--- config.mk ---
export PLATFORM = sky130hd
export DESIGN_NAME = grc_div
export DESIGN_NICKNAME = d
export VERILOG_FILES = /design/src/sv/assert_macros.svh /design/src/sv/grc_pkg.sv /design/src/sv/grc_div.sv
export SDC_FILE = /design/constraint.sdc
export NUM_CORES = 1
export LEC_CHECK = 0
export BUFFER_PORTS_ARGS = -buffer_cell sky130_fd_sc_hd__buf_4
export CORE_UTILIZATION = 55
export CTS_BUF_LIST = sky130_fd_sc_hd__clkbuf_4
export DETAILED_ROUTE_END_ITERATION = 12
export MAX_ROUTING_LAYER = met4
export PLACE_DENSITY = 0.79
export SYNTH_ARGS = -nofsm -noshare
export SYNTH_HDL_FRONTEND = slang
export SYNTH_SLANG_ARGS = --single-unit
--- constraint.sdc ---
create_clock -name clk -period 2.8 [get_ports clk]
set_input_delay 0.42 -clock clk [delete_from_list [all_inputs] [get_ports clk]]
set_output_delay 0.42 -clock clk [all_outputs]
set_load 0.01 [all_outputs]
--- src/sv/assert_macros.svh ---
// assertion macros shared by the raycaster rtl
// no dependencies; compiled out when SYNTHESIS is defined
`ifndef ASSERT_MACROS_SVH
`define ASSERT_MACROS_SVH
`ifndef SYNTHESIS
`define GRC_ASSERT(lbl, clk, rst, prop, msg) \
  lbl: assert property (@(posedge clk) disable iff (rst) (prop)) else $error(msg);
`define GRC_NEVER(lbl, clk, rst, cond, msg) \
  lbl: assert property (@(posedge clk) disable iff (rst) !(cond)) else $error(msg);
`else
`define GRC_ASSERT(lbl, clk, rst, prop, msg)
`define GRC_NEVER(lbl, clk, rst, cond, msg)
`endif
`endif

--- src/sv/grc_pkg.sv ---
// shared constants, types and the shade table of the column raycaster
// no dependencies
package grc_pkg;

  localparam int MAP_SIZE      = 16;
  localparam int SCREEN_WIDTH  = 80;
  localparam int SCREEN_HEIGHT = 24;
  localparam int SHADE_LEVELS  = 16;
  localparam int MAX_STEPS     = 2 * MAP_SIZE + 2;

  localparam int MAP_DEPTH = 256;
  localparam int MAP_AW    = 8;

  // operation codes
  localparam logic OP_LOAD = 1'b0;
  localparam logic OP_CAST = 1'b1;

  localparam logic [7:0] CHAR_EMPTY = 8'h20;
  localparam logic [7:0] CHAR_EDGE  = 8'h30;

  // ray components and grid distances
  localparam int RAY_W  = 25;
  localparam int MAG_W  = 24;
  localparam int DIST_W = 14;
  localparam int PROD_W = DIST_W + MAG_W;
  localparam int POS_W  = 7;
  localparam int STEP_W = 6;

  // height = H*256*a / (p*W*2^14), reduced by 2048
  localparam int H_NUM = SCREEN_HEIGHT * 256 / 2048;
  localparam int H_DEN = SCREEN_WIDTH * 16384 / 2048;
  // shade quotient = p*W*2^14 / (64*a)
  localparam int Q_NUM = SCREEN_WIDTH * 256;

  // divider sizes
  localparam int NUM_W  = 28;
  localparam int DEN_W  = 24;
  localparam int DIV_QW = 7;
  localparam int CNT_W  = 3;
  localparam int HGT_W  = 6;
  localparam int SID_W  = 4;

  typedef struct packed {
    logic              done;
    logic              sat;
    logic [DIV_QW-1:0] quot;
  } div_res_t;

  // shade characters, nearest first
  function automatic logic [7:0] shade_char_f(input logic [SID_W-1:0] idx);
    logic [7:0] c;
    case (idx)
      4'd0:    c = 8'h26; // &
      4'd1:    c = 8'h23; // #
      4'd2:    c = 8'h57; // W
      4'd3:    c = 8'h40; // @
      4'd4:    c = 8'h4B; // K
      4'd5:    c = 8'h4F; // O
      4'd6:    c = 8'h4A; // J
      4'd7:    c = 8'h6F; // o
      4'd8:    c = 8'h73; // s
      4'd9:    c = 8'h3F; // ?
      4'd10:   c = 8'h2B; // +
      4'd11:   c = 8'h5E; // ^
      4'd12:   c = 8'h27; // '
      4'd13:   c = 8'h3A; // :
      4'd14:   c = 8'h2E; // .
      default: c = 8'h20; // space
    endcase
    return c;
  endfunction

endpackage

--- src/sv/grc_div.sv ---
// restoring divider, one quotient bit a cycle, saturating quotient
// depends on grc_pkg
module grc_div (
  input  logic                      clk,
  input  logic                      rst,
  input  logic                      start,
  input  logic [grc_pkg::NUM_W-1:0] num,
  input  logic [grc_pkg::DEN_W-1:0] den,
  output grc_pkg::div_res_t         res
);

  localparam int SH_W = grc_pkg::DEN_W + grc_pkg::DIV_QW;

  logic [grc_pkg::NUM_W-1:0]  rem;
  logic [SH_W-2:0]            dsh;
  logic [grc_pkg::DIV_QW-1:0] quot;
  logic [grc_pkg::CNT_W-1:0]  cnt;
  logic                       busy;
  logic                       sat;
  logic                       done;
  logic                       fits;

  // trial subtract of the shifted divisor
  assign fits = (SH_W'(rem) >= SH_W'(dsh));

  // iteration control and datapath
  always_ff @(posedge clk) begin
    done <= 1'b0;
    if (start) begin
      rem  <= num;
      dsh  <= {den, (grc_pkg::DIV_QW-1)'(0)};
      sat  <= (SH_W'(num) >= SH_W'({den, grc_pkg::DIV_QW'(0)}));
      quot <= '0;
      cnt  <= grc_pkg::CNT_W'(grc_pkg::DIV_QW);
      busy <= 1'b1;
    end else if (busy) begin
      if (fits) begin
        rem  <= rem - grc_pkg::NUM_W'(dsh);
        quot <= {quot[grc_pkg::DIV_QW-2:0], 1'b1};
      end else begin
        quot <= {quot[grc_pkg::DIV_QW-2:0], 1'b0};
      end
      dsh <= dsh >> 1;
      cnt <= cnt - 1'b1;
      if (cnt == grc_pkg::CNT_W'(1)) begin
        busy <= 1'b0;
        done <= 1'b1;
      end
    end
    if (rst) begin
      busy <= 1'b0;
      done <= 1'b0;
    end
  end

  assign res.done = done;
  assign res.sat  = sat;
  assign res.quot = quot;

endmodule

==> run summary <==
clock slew at reported path FFs: 0.12 ns
initial antenna violation count: 0
HPWL after DPL: 9090 um
EDFF count, synth: 53
TritonRoute pass-1 iters: 10
Vias: 4,455
CP Cell Sequence: inv_2, ha_4, inv_2, fa_2, a21o_1, a221oi_4, o21ai_4, a21oi_4, nor3_2, o211ai_1, nand2_4, clkbuf_16
status: finished, violations left
CTS root buf: clkbuf_4
largest net degree at the start of global routing: 60
final hold slack: 0.148 ns
largest cells by area after synthesis: edfxtp_1, ha_1, dfxtp_1, nand2_1, o21ai_0
TritonCTS Sinks: 71
CP Class: reg2reg
worst-path fanout max: 6
Cell Pwr Density: 634 mW/mm2
leakage: 2.68 nW
Synth Instances: 582
Psw: 1.34 mW
Critical Path RT: 3.00 ns
Final Max Slew Viols: 0
Arr. time, crit path: 3.05 ns
Nets: 758
TritonCTS Buffers: 9
Area growth, synth to finish: 18.7%
Initial Util: 57.5%
Distinct cells, synth: 53
Post-Syn Area per Cell: 8.70 um2
Internal Power: 2.47 mW
synthesized cell area: 0.00506 mm2
# port buffers: 63
first-pass GRT wire length: 20,200 um
Fmax: 351 MHz
die span in y: 98.0 um
total congestion overflow: 0
hold buffers post-CTS: 0
vias in the first global route: 4,408
Initial DRC Count: 276
power share of the combinational group: 42.1%
number of H-tree levels: 3
Worst-Margin Slew: 0.632 ns
count leader, synth: nand2_1
full die area: 0.00960 mm2
Pwr Total: 3.81 mW
final setup vio count: 28
Synth Net Count: 689
total wire length: 12,400 um
worst hold-check path type: in2reg
Max Cap Viol: 0
Setup Skew: 0.0239 ns
slowest cell on the critical path: edfxtp_1
proportion of power drawn by the clock network: 22.1%
maximum vdd ir drop: 0.342 mV
# placed instances: 736
CTS tree: yes
WP buf/inv: 3
area leader, netlist: edfxtp_1
top cells by count, synth: nand2_1, o21ai_0, inv_1
DR vias/cell: 5.83
filler cell count: 690
die width: 98.0 um
CP peak stage delay: 0.39 ns
num rows: 34
final worst slack: -0.0530 ns
total track usage: 27.1%
Top FF cell, synth: edfxtp_1
Async SR Flop Fraction: 0%
core area: 0.00881 mm2
antenna-violating nets left: 0
DR DRC count: 2
post-synth top area share: 31.4%
Top Ports: 64
Synth Warn #: 0
switching share of power: 35.2%
final design utilization: 68.3%
layout cells sized above 1: 18.0%
Final min period: 2.85 ns
crit-path leading delay family: compound AO/OA/AOI/OAI gates
failing checks: design-rule violations, negative setup slack
Final Hold Violating Endpoints: 0
CP Launch Type: flip-flop
unrepaired setup endpoints after global routing: yes
sequential fraction of the synthesis area: 38.5%
Seq pwr share: 35.8%
Seq cells post-synth: 71
Post-Layout Cell Count: 764
Rel. slew slack: 57.9%
fin crit share: 102%
crit path capture type: flip-flop
Antenna Cells: 0
clk buf depth: 2
worst skew pair latency: 0.43 ns
most used cell, CP: inv_2
WL per Instance: 16.3 um
routability congestion estimate: 0.890
## cell type report
type	count	area [um2]	share of cell area (%)
Tap cell	108	135	2.25
Multi-Input combinational cell	424	2810	46.8
Timing Repair Buffer	87	713	11.9
Clock buffer	10	75.1	1.25
Sequential cell	71	1950	32.5
Inverter	58	218	3.62
Clock inverter	6	108	1.79
## logic make-up (layout without fill, tap and decap cells)
| group | count (synthesis) | count (layout) | synth area share [%] |
|---|---|---|---|
| mux | 16 | 16 | 3.24 |
| simple gates | 170 | 170 | 14.8 |
| xor+xnor | 25 | 25 | 4.32 |
| buf+inv | 87 | 161 | 6.72 |
| flops | 71 | 71 | 38.5 |
| compound gates | 161 | 161 | 19.3 |
| fa+ha+maj | 52 | 52 | 13.0 |
## worst paths after layout
check	cells after the start	endpoint	startpoint	slack [ns]
max reg2reg	12	rem[6]	rem[0]	-0.05
min reg2reg	2	cnt[1]	cnt[1]	0.53
min	2	busy	rst	0.15
max	12	rem[6]	rem[0]	-0.05
## repair_timing
| item | in CTS | in global routing |
|---|---|---|
| pin swaps | 1 | 9 |
| buffers inserted | 1 | 9 |
| resized for setup | 1 | 7 |
| setup endpoints to repair | 28 | 31 |
| gates cloned | 0 | 2 |
## layer usage
metal  share of wire (%)  global-route usage, %
met1                  45                   34.0
met2                  47                   43.3
met3                 5.0                   4.15
met4                 3.1                   12.5
met5                   0                      -
## power by group through the flow
stage	logic (mW)	registers, mW	clock network [mW]
floorplan	1.11	1.36	0
global placement	1.45	1.38	0
detailed placement	1.49	1.38	0
CTS	1.52	1.36	0.849
global route	1.77	1.38	0.898
finish	1.60	1.36	0.842
## stage by stage
stage | setup WS (ns) | TNS, ns | cell area [um2]
2_1_floorplan | 0.0812 | 0 | 5070
3_3_place_gp | 0.0568 | 0 | 5670
3_5_place_dp | -0.0199 | -0.506 | 5670
4_1_cts | 0.0211 | 0 | 5870
5_1_grt | -0.103 | -2.58 | 6010
6_report | -0.0530 | -1.11 | 6010
## state kept, by name, summed over array words and instances (netlist names)
signal  flops
done        1
cnt         3
dsh        30
rem        28
quot        7
sat         1
busy        1
## placed cells by master (no fill, tap or decap), types with 3 or more instances in the layout
master and n:
nand2_1 89, buf_4 83, o21ai_0 61, inv_1 56, edfxtp_1 53, ha_1 50
a21oi_1 46, nor2_1 27, dfxtp_1 18, xnor2_1 15, mux2i_1 13, nand3_1 13
a21o_1 12, nand4_1 11, xor2_1 10, clkbuf_4 10, nor3_1 6, nor2b_1 6
and3_1 4, o21a_1 4, nand2b_1 4, o31ai_1 4, o21bai_1 4, o211ai_1 4
a31oi_1 3, a211oi_1 3, mux2_2 3, a22o_1 3, bufinv_16 3
(Power assumes the default switching activity.)
